### src/hdl/pacm_pkg.sv
// Package for the point-approach motion controller.
// Holds the fixed-point constants, register and mode codes, the arctangent table
// and the payload types that the cell modules and the top level share.
package pacm_pkg;

  // Parameter defaults and pipeline sizes.
  localparam int CORDIC_STEPS_DEF = 16;
  localparam int DIV_BITS         = 16;

  // Working widths of the two rotator chains and of the divider.
  localparam int VEC_W = 36;
  localparam int ROT_W = 34;
  localparam int ANG_W = 33;
  localparam int REM_W = 35;
  localparam int DEN_W = 18;

  // Rotator gain compensation in Q30, and heading scale to binary angle in Q16.
  localparam logic [29:0]        GAIN_Q30    = 30'd652032874;
  localparam logic signed [35:0] HEAD_TO_BAM = 36'sd10937044409;

  // Bearing error thresholds (0.4 and 0.1 of a half turn in binary angle).
  localparam logic [32:0] ROW2_LIM = 33'd858993459;
  localparam logic [32:0] ROW1_LIM = 33'd214748364;

  // Configuration register indexes.
  localparam logic [1:0] REG_SPEED = 2'd0;
  localparam logic [1:0] REG_LIMIT = 2'd1;
  localparam logic [1:0] REG_MODE  = 2'd2;

  // Approach mode codes.
  localparam logic [1:0] MODE_SIDE_A = 2'd0;
  localparam logic [1:0] MODE_TURN   = 2'd1;
  localparam logic [1:0] MODE_SIDE_B = 2'd2;
  localparam logic [1:0] MODE_NONE   = 2'd3;

  // Forward gain codes.
  localparam logic [1:0] KV_ZERO = 2'd0;
  localparam logic [1:0] KV_HALF = 2'd1;
  localparam logic [1:0] KV_FULL = 2'd2;

  // Data handed along the vectoring chain.
  typedef struct packed {
    logic signed [VEC_W-1:0] x;
    logic signed [VEC_W-1:0] y;
    logic [31:0]             z;
  } vec_t;

  // Data handed along the rotation chain.
  typedef struct packed {
    logic signed [ROT_W-1:0] x;
    logic signed [ROT_W-1:0] y;
    logic signed [ANG_W-1:0] z;
  } rot_t;

  // Data handed along the divider chain.
  typedef struct packed {
    logic [REM_W-1:0]    rem;
    logic [DEN_W-1:0]    den;
    logic [DIV_BITS-1:0] q;
    logic                ov;
    logic                neg;
  } div_t;

  // Arctangent of 2^-i as a 32-bit binary angle.
  function automatic logic [31:0] atan_bam(input int i);
    logic [31:0] r;
    case (i)
      0:  r = 32'h20000000;
      1:  r = 32'h12E4051E;
      2:  r = 32'h09FB385B;
      3:  r = 32'h051111D4;
      4:  r = 32'h028B0D43;
      5:  r = 32'h0145D7E1;
      6:  r = 32'h00A2F61E;
      7:  r = 32'h00517C55;
      8:  r = 32'h0028BE53;
      9:  r = 32'h00145F2F;
      10: r = 32'h000A2F98;
      11: r = 32'h000517CC;
      12: r = 32'h00028BE6;
      13: r = 32'h000145F3;
      14: r = 32'h0000A2FA;
      15: r = 32'h0000517D;
      16: r = 32'h000028BE;
      17: r = 32'h0000145F;
      18: r = 32'h00000A30;
      19: r = 32'h00000518;
      20: r = 32'h0000028C;
      21: r = 32'h00000146;
      22: r = 32'h000000A3;
      23: r = 32'h00000051;
      24: r = 32'h00000029;
      25: r = 32'h00000014;
      26: r = 32'h0000000A;
      27: r = 32'h00000005;
      28: r = 32'h00000003;
      29: r = 32'h00000001;
      30: r = 32'h00000001;
      default: r = 32'h00000000;
    endcase
    return r;
  endfunction

endpackage

### src/hdl/pacm_vec_cell.sv
// One vectoring step of the rotator that finds bearing and range.
// Depends on pacm_pkg for vec_t and the arctangent table.
module pacm_vec_cell
  import pacm_pkg::*;
#(
  parameter int STEP = 0
) (
  input  logic clk,
  input  vec_t din,
  output vec_t dout
);

  logic signed [VEC_W-1:0] xi, yi, sx, sy;
  vec_t nxt;

  // Drive y towards zero and accumulate the angle turned.
  always_comb begin
    xi = din.x;
    yi = din.y;
    sx = xi >>> STEP;
    sy = yi >>> STEP;
    if (!yi[VEC_W-1]) begin
      nxt.x = xi + sy;
      nxt.y = yi - sx;
      nxt.z = din.z + atan_bam(STEP);
    end else begin
      nxt.x = xi - sy;
      nxt.y = yi + sx;
      nxt.z = din.z - atan_bam(STEP);
    end
  end

  always_ff @(posedge clk) begin
    dout <= nxt;
  end

endmodule

### config.mk
export PLATFORM = sky130hd
export DESIGN_NAME = pacm_vec_cell
export DESIGN_NICKNAME = d
export VERILOG_FILES = /design/src/hdl/pacm_pkg.sv /design/src/hdl/pacm_vec_cell.sv
export SDC_FILE = /design/constraint.sdc
export NUM_CORES = 1
export LEC_CHECK = 0
export CAP_MARGIN = 5
export CORE_UTILIZATION = 55
export DETAILED_ROUTE_END_ITERATION = 6
export DONT_BUFFER_PORTS = 1
export PLACE_DENSITY = 0.7
export RECOVER_POWER = 50
export SLEW_MARGIN = 40
export SYNTH_ARGS = -nofsm -noshare
export SYNTH_HDL_FRONTEND = slang
export SYNTH_SLANG_ARGS = --single-unit
### constraint.sdc
create_clock -name clk -period 4.32 [get_ports clk]
set_input_delay 0.864 -clock clk [delete_from_list [all_inputs] [get_ports clk]]
set_output_delay 0.864 -clock clk [all_outputs]
set_load 0.05 [all_outputs]
## Word-level counts from Yosys, hierarchy flattened

Cells that the tools add are included.

- Flip-flop bits (word level): 104
- Output and inout bits: 104
- Word-level logic and storage cells: 9

- Add/subtract/negate cells: 5
- Muxes and demuxes: 1

Operators by type and width:

| cell | count |
|---|---|
| two-way mux 104 bit | 1 |
| subtractor 36 bit | 2 |
| adder 36 bit | 1 |
| adder 32 x 30 -> 32 bit (second input constant) | 1 |
| subtractor 32 x 30 -> 32 bit (second input constant) | 1 |

## Longest topological paths before layout

- Word-level depth: 2
- Gate-level depth with buffers: 13
- Gate-level depth less buffers: 12

## Worst setup path before layout

Ideal clock, no wire load.

- Kind: input to register
- Start: input din[32] (netlist name)
- End: register dout[66] (netlist name)
- Arrival: 3.233 ns
- Path slack: 0.965 ns
- Stages: 12
- Path buffers: 0
- Cells stage by stage: ha_1 -> inv_1 -> fa_1 -> o21bai_1 -> o2111ai_1 -> a211oi_2 -> a311oi_2 -> o221ai_2 -> nor3b_2 -> nor4_1 -> a31o_1 -> a221o_1

RTL lines:

| what | line | RTL |
|---|---|---|
| from (decl) | pacm_vec_cell.sv:9 | `input vec_t din,` |
| to (signal assigned) | pacm_vec_cell.sv:34 | `dout <= nxt;` |
| to (decl) | pacm_vec_cell.sv:10 | `output vec_t dout` |

==> results.json <==
{
  "status": "completed",
  "drtIter0Drc": 866,
  "grt_antenna_before_repair": 0,
  "ys_seq_area_frac": 0.237,
  "p_leak_nw": 4.11,
  "row_count": 45,
  "path_class": "primary input to flop",
  "critPathRequiredTime_ns": 4.57,
  "vias": 8143,
  "synth_area_leaders": "dfxtp_1 24%, ha_1 16%, a21oi_1 6.7%, xnor2_1 5.8%, inv_1 4.5%",
  "yosysTopAreaCell": "dfxtp_1",
  "grt_pass1_wl_mm": 40.1,
  "hold_class": "primary input to flop",
  "drv_cap": 0,
  "coreArea_um2": 15300,
  "layout_commonest_cell": "a21oi_1",
  "power_mw": 3.65,
  "worstPathArrival_ns": 3.81,
  "hold_viol": 0,
  "setup_viol": 0,
  "die_area_um2": 16300,
  "cts_max_level": 3,
  "gr-usage-met3": 0.0664,
  "setup_tns_ns": 0,
  "syn_inst": 1112,
  "viasPerCell": 6.26,
  "path_max_fanout": 15,
  "fin_ws_ns": 0.762,
  "die_y_um": 128,
  "rsz0062_at_grt": "no",
  "place_congestion": 1.00,
  "io_buffers": 0,
  "yosys_warnings": 0,
  "drc": 0,
  "area_growth_pct": 4.92,
  "grt_pass1_vias": 7402,
  "finalInstanceArea_um2": 9130,
  "drive_above_1_share": 0.0441,
  "top_usage_layer": "met2",
  "clkSinkCount": 103,
  "crit_top_cell": "or4_1",
  "syn_nets": 1330,
  "root_buffer": "clkbuf_16",
  "cts_buffer_depth": 2,
  "drtAntennaViolNets": 0,
  "synth-main-ff-cell": "dfxtp_1",
  "powerDensity_nw_per_um2": 399,
  "diodes": 0,
  "fin_crit_ns": 3.56,
  "cts_tree": "done",
  "grt_usage": 0.313,
  "reg_top3": "dout x103",
  "ys_types": 79,
  "largest_register": "dout",
  "postCtsSetupBuffers": 0,
  "numCtsBuffers": 9,
  "final_cell_mix": "117 x a21oi_1, 109 x ha_1, 106 x inv_1",
  "finish.net_count": 1302,
  "ir_drop_mv": 0.226,
  "gr-total-overflow": 0,
  "grt_use_met1": 0.443,
  "start_kind": "primary input",
  "period_share": 0.824,
  "path_delay_family": "simple AND/OR/NAND/NOR gates",
  "worstMarginPinSlew_ns": 1.18,
  "synthArstFlopShare": 0,
  "cts.clk_slew.worst_paths_ns": 0.08,
  "synth-edff-count": 0,
  "postCtsHoldBufs": 0,
  "start_util": 0.568,
  "wl_per_cell_um": 19.9,
  "io_pins": 209,
  "slew_violations": 0,
  "utilization": 0.596,
  "grt_start_max_net_pins": 79,
  "cts_resized": 0,
  "crit_slowest_cell": "or4_1",
  "first_pass_iters": 6,
  "worstPathCellList": "inv_1, ha_1, or4_1, or4_1, nor2_1, nand3_1, a31oi_1, o21ai_1, a21oi_1, o22ai_1, xor2_1",
  "crit_buf_inv": 1,
  "placed_area_um2": 8840,
  "syn_area_per_cell_um2": 7.83,
  "timing.slew.headroom": 0.209,
  "dpl.hpwl_mm": 20.4,
  "endpoint_kind": "flop",
  "wl_mm": 25.8,
  "pre_cts_slack_ns": 0.503,
  "synth_top_area_frac": 0.237,
  "die_w_um": 128,
  "fmax_mhz": 281,
  "synth-seq-cells": 103,
  "syn_area_um2": 8700,
  "use_met2": 0.463,
  "max_stage_delay_ns": 0.64,
  "largest_reg_flops": 103
}
## cell usage after synthesis, types with 20 or more instances
library cell	instances
mux2i_1	25
o21bai_1	20
a21oi_1	117
nand2_1	67
o21ai_0	75
inv_1	105
dfxtp_1	103
nor2b_1	23
a21o_1	28
clkbuf_1	30
xnor2_1	58
nor2_1	81
ha_1	109
nor3_1	23
## per-layer routing
metal / share of wire / routed length (um)
met5: 0 / 0
met4: 0.026 / 663
met3: 0.11 / 2770
met2: 0.42 / 11000
met1: 0.44 / 11500
## area by class of cell
class                   count  area, um^2
multi-input cells         850        6030
well taps                 211         264
clock buffers               9         225
fillers                  1501        6180
inverters                 110         413
clock inverters             7        65.1
flip-flops and latches    103        2060
repair buffers             10        75.1
## per-stage QoR
step,instances,hold slack [ns]
finish,1300,0.520
global route,1300,0.513
CTS,1300,0.515
detailed placement,1284,0.892
global placement,1284,0.892
floorplan,1112,0.892
## where the power goes
group	switching (mW)	internal, mW	leakage, nW	total [mW]
clock network	0.407	0.406	0.146	0.813
registers	0.714	1.13	0.869	1.85
logic	0.605	0.380	3.09	0.985
## worst paths after layout
path | start | endpoint | cells past startpoint
max | din[60] | dout[67] | 11
min | din[4] | dout[4] | 0
## cell families after synthesis
family,synth area share
compound gates,0.265
xor+xnor,0.0684
fa+ha+maj,0.166
buf+inv,0.0707
flops,0.237
mux,0.0288
simple gates,0.164
(Power assumes the default switching activity.)
