**src/hdl/pacm_pkg.sv**
```systemverilog
// Package for the point-approach motion controller.
// Holds the fixed-point constants, register and mode codes, the arctangent table
// and the payload types that the cell modules and the top level share.
package pacm_pkg;

  // Parameter defaults and pipeline sizes.
  localparam int CORDIC_STEPS_DEF = 16;
  localparam int DIV_BITS         = 16;

  // Working widths of the two rotator chains and of the divider.
  localparam int VEC_W = 36;
  localparam int ROT_W = 34;
  localparam int ANG_W = 33;
  localparam int REM_W = 35;
  localparam int DEN_W = 18;

  // Rotator gain compensation in Q30, and heading scale to binary angle in Q16.
  localparam logic [29:0]        GAIN_Q30    = 30'd652032874;
  localparam logic signed [35:0] HEAD_TO_BAM = 36'sd10937044409;

  // Bearing error thresholds (0.4 and 0.1 of a half turn in binary angle).
  localparam logic [32:0] ROW2_LIM = 33'd858993459;
  localparam logic [32:0] ROW1_LIM = 33'd214748364;

  // Configuration register indexes.
  localparam logic [1:0] REG_SPEED = 2'd0;
  localparam logic [1:0] REG_LIMIT = 2'd1;
  localparam logic [1:0] REG_MODE  = 2'd2;

  // Approach mode codes.
  localparam logic [1:0] MODE_SIDE_A = 2'd0;
  localparam logic [1:0] MODE_TURN   = 2'd1;
  localparam logic [1:0] MODE_SIDE_B = 2'd2;
  localparam logic [1:0] MODE_NONE   = 2'd3;

  // Forward gain codes.
  localparam logic [1:0] KV_ZERO = 2'd0;
  localparam logic [1:0] KV_HALF = 2'd1;
  localparam logic [1:0] KV_FULL = 2'd2;

  // Data handed along the vectoring chain.
  typedef struct packed {
    logic signed [VEC_W-1:0] x;
    logic signed [VEC_W-1:0] y;
    logic [31:0]             z;
  } vec_t;

  // Data handed along the rotation chain.
  typedef struct packed {
    logic signed [ROT_W-1:0] x;
    logic signed [ROT_W-1:0] y;
    logic signed [ANG_W-1:0] z;
  } rot_t;

  // Data handed along the divider chain.
  typedef struct packed {
    logic [REM_W-1:0]    rem;
    logic [DEN_W-1:0]    den;
    logic [DIV_BITS-1:0] q;
    logic                ov;
    logic                neg;
  } div_t;

  // Arctangent of 2^-i as a 32-bit binary angle.
  function automatic logic [31:0] atan_bam(input int i);
    logic [31:0] r;
    case (i)
      0:  r = 32'h20000000;
      1:  r = 32'h12E4051E;
      2:  r = 32'h09FB385B;
      3:  r = 32'h051111D4;
      4:  r = 32'h028B0D43;
      5:  r = 32'h0145D7E1;
      6:  r = 32'h00A2F61E;
      7:  r = 32'h00517C55;
      8:  r = 32'h0028BE53;
      9:  r = 32'h00145F2F;
      10: r = 32'h000A2F98;
      11: r = 32'h000517CC;
      12: r = 32'h00028BE6;
      13: r = 32'h000145F3;
      14: r = 32'h0000A2FA;
      15: r = 32'h0000517D;
      16: r = 32'h000028BE;
      17: r = 32'h0000145F;
      18: r = 32'h00000A30;
      19: r = 32'h00000518;
      20: r = 32'h0000028C;
      21: r = 32'h00000146;
      22: r = 32'h000000A3;
      23: r = 32'h00000051;
      24: r = 32'h00000029;
      25: r = 32'h00000014;
      26: r = 32'h0000000A;
      27: r = 32'h00000005;
      28: r = 32'h00000003;
      29: r = 32'h00000001;
      30: r = 32'h00000001;
      default: r = 32'h00000000;
    endcase
    return r;
  endfunction

endpackage

```
**src/hdl/pacm_div_cell.sv**
```systemverilog
// One restoring-division step: settles one quotient bit of the turn command.
// Depends on pacm_pkg for div_t.
module pacm_div_cell
  import pacm_pkg::*;
#(
  parameter int SHIFT = 0
) (
  input  logic clk,
  input  div_t din,
  output div_t dout
);

  logic [REM_W-1:0] dd;
  div_t nxt;

  // Subtract the shifted divisor where it fits.
  always_comb begin
    dd  = REM_W'(din.den) << SHIFT;
    nxt = din;
    if (din.rem >= dd) begin
      nxt.rem      = din.rem - dd;
      nxt.q[SHIFT] = 1'b1;
    end
  end

  always_ff @(posedge clk) begin
    dout <= nxt;
  end

endmodule

```
**config.mk**
```make
export PLATFORM = sky130hd
export DESIGN_NAME = pacm_div_cell
export DESIGN_NICKNAME = d
export VERILOG_FILES = /design/src/hdl/pacm_pkg.sv /design/src/hdl/pacm_div_cell.sv
export SDC_FILE = /design/constraint.sdc
export NUM_CORES = 1
export LEC_CHECK = 0
export BUFFER_PORTS_ARGS = -buffer_cell sky130_fd_sc_hd__buf_2
export CAP_MARGIN = 10
export CORE_MARGIN = 2
export CORE_UTILIZATION = 25
export DETAILED_ROUTE_END_ITERATION = 12
export PLACE_DENSITY = 0.56
export SLEW_MARGIN = 10
export SYNTH_ARGS = -nofsm -noshare
export SYNTH_HDL_FRONTEND = slang
export SYNTH_SLANG_ARGS = --single-unit
```
**constraint.sdc**
```tcl
create_clock -name clk -period 5.1 [get_ports clk]
set_input_delay 0.765 -clock clk [delete_from_list [all_inputs] [get_ports clk]]
set_output_delay 0.765 -clock clk [all_outputs]
set_load 0.005 [all_outputs]
```
Yosys cells after proc, flatten, opt, wreduce, memory -nomap -nowiden:

Cells that the tools add are included.

* magnitude comparators: 1
* add/sub/neg operators: 1
* muxes and demuxes: 1

Operators with widths (number)
* 35-bit by 18-bit greater-or-equal comparator with 1-bit output: 1
* 35-bit 2-to-1 mux: 1
* 35-bit by 18-bit subtractor with 35-bit output: 1

* bits in registers: 71
* output and inout bits: 71
* input bits: 72

Logic depth before layout (Yosys ltp):

* word-level depth: 2
* depth in mapped cells: 11
* gate-level depth less buffers: 11

Worst setup path after synthesis:

No wires, ideal clock.

* path kind: input to register
* start point: input port din[36] (netlist bit)
* end point: register dout[70] (netlist bit)
* stages on the path: 11
* setup time: 0.072 ns
* arrival: 2.714 ns
* slack: 2.315 ns
* buffers on the path: 0
* path through: inv_1 ha_1 inv_1 fa_1 a21oi_1 o221ai_1 a21oi_1 o31ai_2 a41oi_2 and3_1 xor2_1

RTL lines
* start, declared: line pacm_div_cell.sv:9 `input div_t din,`
* end signal, assigned: line pacm_div_cell.sv:27 `dout <= nxt;`
* end, declared: line pacm_div_cell.sv:10 `output div_t dout`

==> out/results.ini <==
[cts]
postCtsSetupBuffers=0
cts_sinks=71
cts_buffer_depth=2
cts_hold_buf=0
cts_made_buffers=9
cts_resized=0
cts_root_buf=clkbuf_16
cts_tree=done
clk_pin_slew_ns=0.06
htreeDepth=3

[synthesis]
synth_area_leaders=dfxtp_1, ha_1, xnor2_1
syn_area_mm2=0.00319
synth_area_leader_cell=dfxtp_1
synth_top_area_share=0.446
synth_edf_count=0
yosys.area_share.simple=0.164
synth_fa_ha_area_frac=0.0769
synth_top_family_by_area=simple AND/OR/NAND/NOR gates
synth.distinct_cells=52
synthesis.nets=402
synth-compound-area-share=0.140
yosysSeqAreaShare=0.446
ys_warn_count=0
muxShareOfSynthArea=0.0365
postSynth.asyncResetShare=0
ys.flop_type=dfxtp_1
avgSynthCellArea_um2=10.3
synth-seq-cells=71
synth_xor_area_frac=0.0879
syn_inst=311

[timing]
grt_setup_unrepaired=no
period_share=0.595
drv_slew=0
worstMarginPinSlew_ns=0.521
final_hold_viol_count=0
slew_headroom=0.651
fmax_ghz=0.330
finalSetupViolations=0
post-route-min-period_ns=3.03
fin_tns_setup_ns=0

[setup_path]
worst-setup-path-type=in -> reg
required_ns=5.31
worst-path-max-fanout=26
worst_ep_arrival_time_ns=3.24
cp-end-kind=flop
start_kind=primary input

[routing]
drt_iter0_drc=87
dr.pass1.iters=4
num_vias=2792
wire_per_inst_um=13.8
vias_per_cell=4.42
ant_nets=0
drc=0
wl_mm=8.75

[global_route]
grt_pass1_vias=2642
grt_busiest_layer=met2
grt_max_degree=27
use_met2=0.197
grt_pass1_wl_mm=13.0
grt_util_met1=0.165
grt-ovfl-total=0
grt_usage=0.127
met3_usage=0.0443
antenna_found_initial=1

[cells_and_area]
fin_util=0.346
largest_reg_flops=71
fin_nets=547
regMostFlops=dout
post_layout_nonfiller_instances=632
antennaDiodeCount=0
drive_above_1_share=0.411
fillers=1343
reg_top3=dout x71
area_growth_syn_to_layout_pct=35.9

[power_and_ir_drop]
p_leak_nw=2.03
max-vdd-ir-drop_mv=0.135
power_density_mw_per_mm2=339

[placement]
hpwl_mm=7.01
gp_congestion=0.817
post-place-cells=617
port-buffer-count=142

[job]
drv_cap=0

[run_status]
status=finished, final reports clean

[die]
start_util=0.255
num_rows=41
num_io_pins=143
die_x_um=117
core_area_mm2=0.0125
die-area_mm2=0.0137
die_height_um=117

[hold_path]
worstHoldStart=din[13]
hold_class=in -> reg
min_to=dout[13]
min_path_cells=1

cell usage after synthesis, drive strengths merged (4+ instances only):
| library cell | count |
|---|---|
| a21o | 6 |
| a21oi | 28 |
| buf | 7 |
| dfxtp | 71 |
| ha | 18 |
| inv | 25 |
| mux2 | 8 |
| nand2 | 17 |
| nand2b | 4 |
| nand4 | 9 |
| nand4b | 4 |
| nor2 | 18 |
| nor3 | 12 |
| nor4 | 11 |
| o21ai | 8 |
| xnor2 | 16 |
| xor2 | 16 |
placed cells by master, fill, tap and decap left out, drive strengths merged, types with 9 or more instances in the layout:
cell type,count
buf,143
dfxtp,71
a21oi,28
inv,25
ha,18
nor2,18
nand2,17
xor2,16
xnor2,16
nor3,12
nor4,11
nand4,9
clkbuf,9
per-layer routing:
metal	wire length, um	share of wire
met5	7	0.00080
met4	94	0.011
met3	702	0.080
met2	4070	0.46
met1	3890	0.44
logic make-up (layout without fill, tap and decap cells):
kind of cell    count (synthesis)  count (layout)
flops                          71              71
simple gates                   84              84
buf+inv                        34             183
xor+xnor                       32              32
compound gates                 63              63
mux                             8               8
fa+ha+maj                      19              19
worst max-delay path, stage by stage:
cell and delay [ns]:
buf_2 0.09, inv_1 0.04, ha_1 0.37, nand2_1 0.30
o21ai_0 0.25, a221oi_1 0.46, o211ai_4 0.29, buf_4 0.33
mux2_4 0.33
per-stage QoR:
| stage | hold WS (ns) | cell area (um^2) | power [mW] | worst slack (ns) |
|---|---|---|---|---|
| floorplan | 0.793 | 3190 | 0.800 | 2.31 |
| detailed placement | 0.869 | 4070 | 0.928 | 1.74 |
| finish | 0.536 | 4330 | 1.47 | 2.07 |
| global route | 0.514 | 4330 | 1.56 | 1.87 |
| CTS | 0.522 | 4330 | 1.50 | 2.07 |
| global placement | 0.868 | 4070 | 0.927 | 1.82 |
final cells by class:
cell class                 instances  area, um^2  share of cell area
clock buffer                       9         225              0.0520
clock inverter                     6        38.8             0.00895
inverter                          25        93.8              0.0217
multi-input combinational        206        1620               0.374
sequential                        71        1420               0.328
tap                              172         215              0.0497
timing repair buffer             143         718               0.166
power breakdown:
group	switching, mW	total (mW)	leakage (nW)	internal (mW)
clock	0.230	0.554	0.127	0.324
sequential	0.0141	0.625	0.599	0.611
combinational	0.151	0.289	1.31	0.138
total	0.395	1.47	2.03	1.07
worst max path at each step:
stage | from | cells past startpoint | endpoint
6_report | din[31] | 9 | dout[40]
5_1_grt | din[36] | 12 | dout[62]
4_1_cts | din[31] | 9 | dout[40]
3_5_place_dp | din[31] | 9 | dout[37]
3_3_place_gp | din[31] | 9 | dout[39]
2_1_floorplan | din[36] | 11 | dout[70]
No activity file was read; power rests on OpenSTA's default activity.
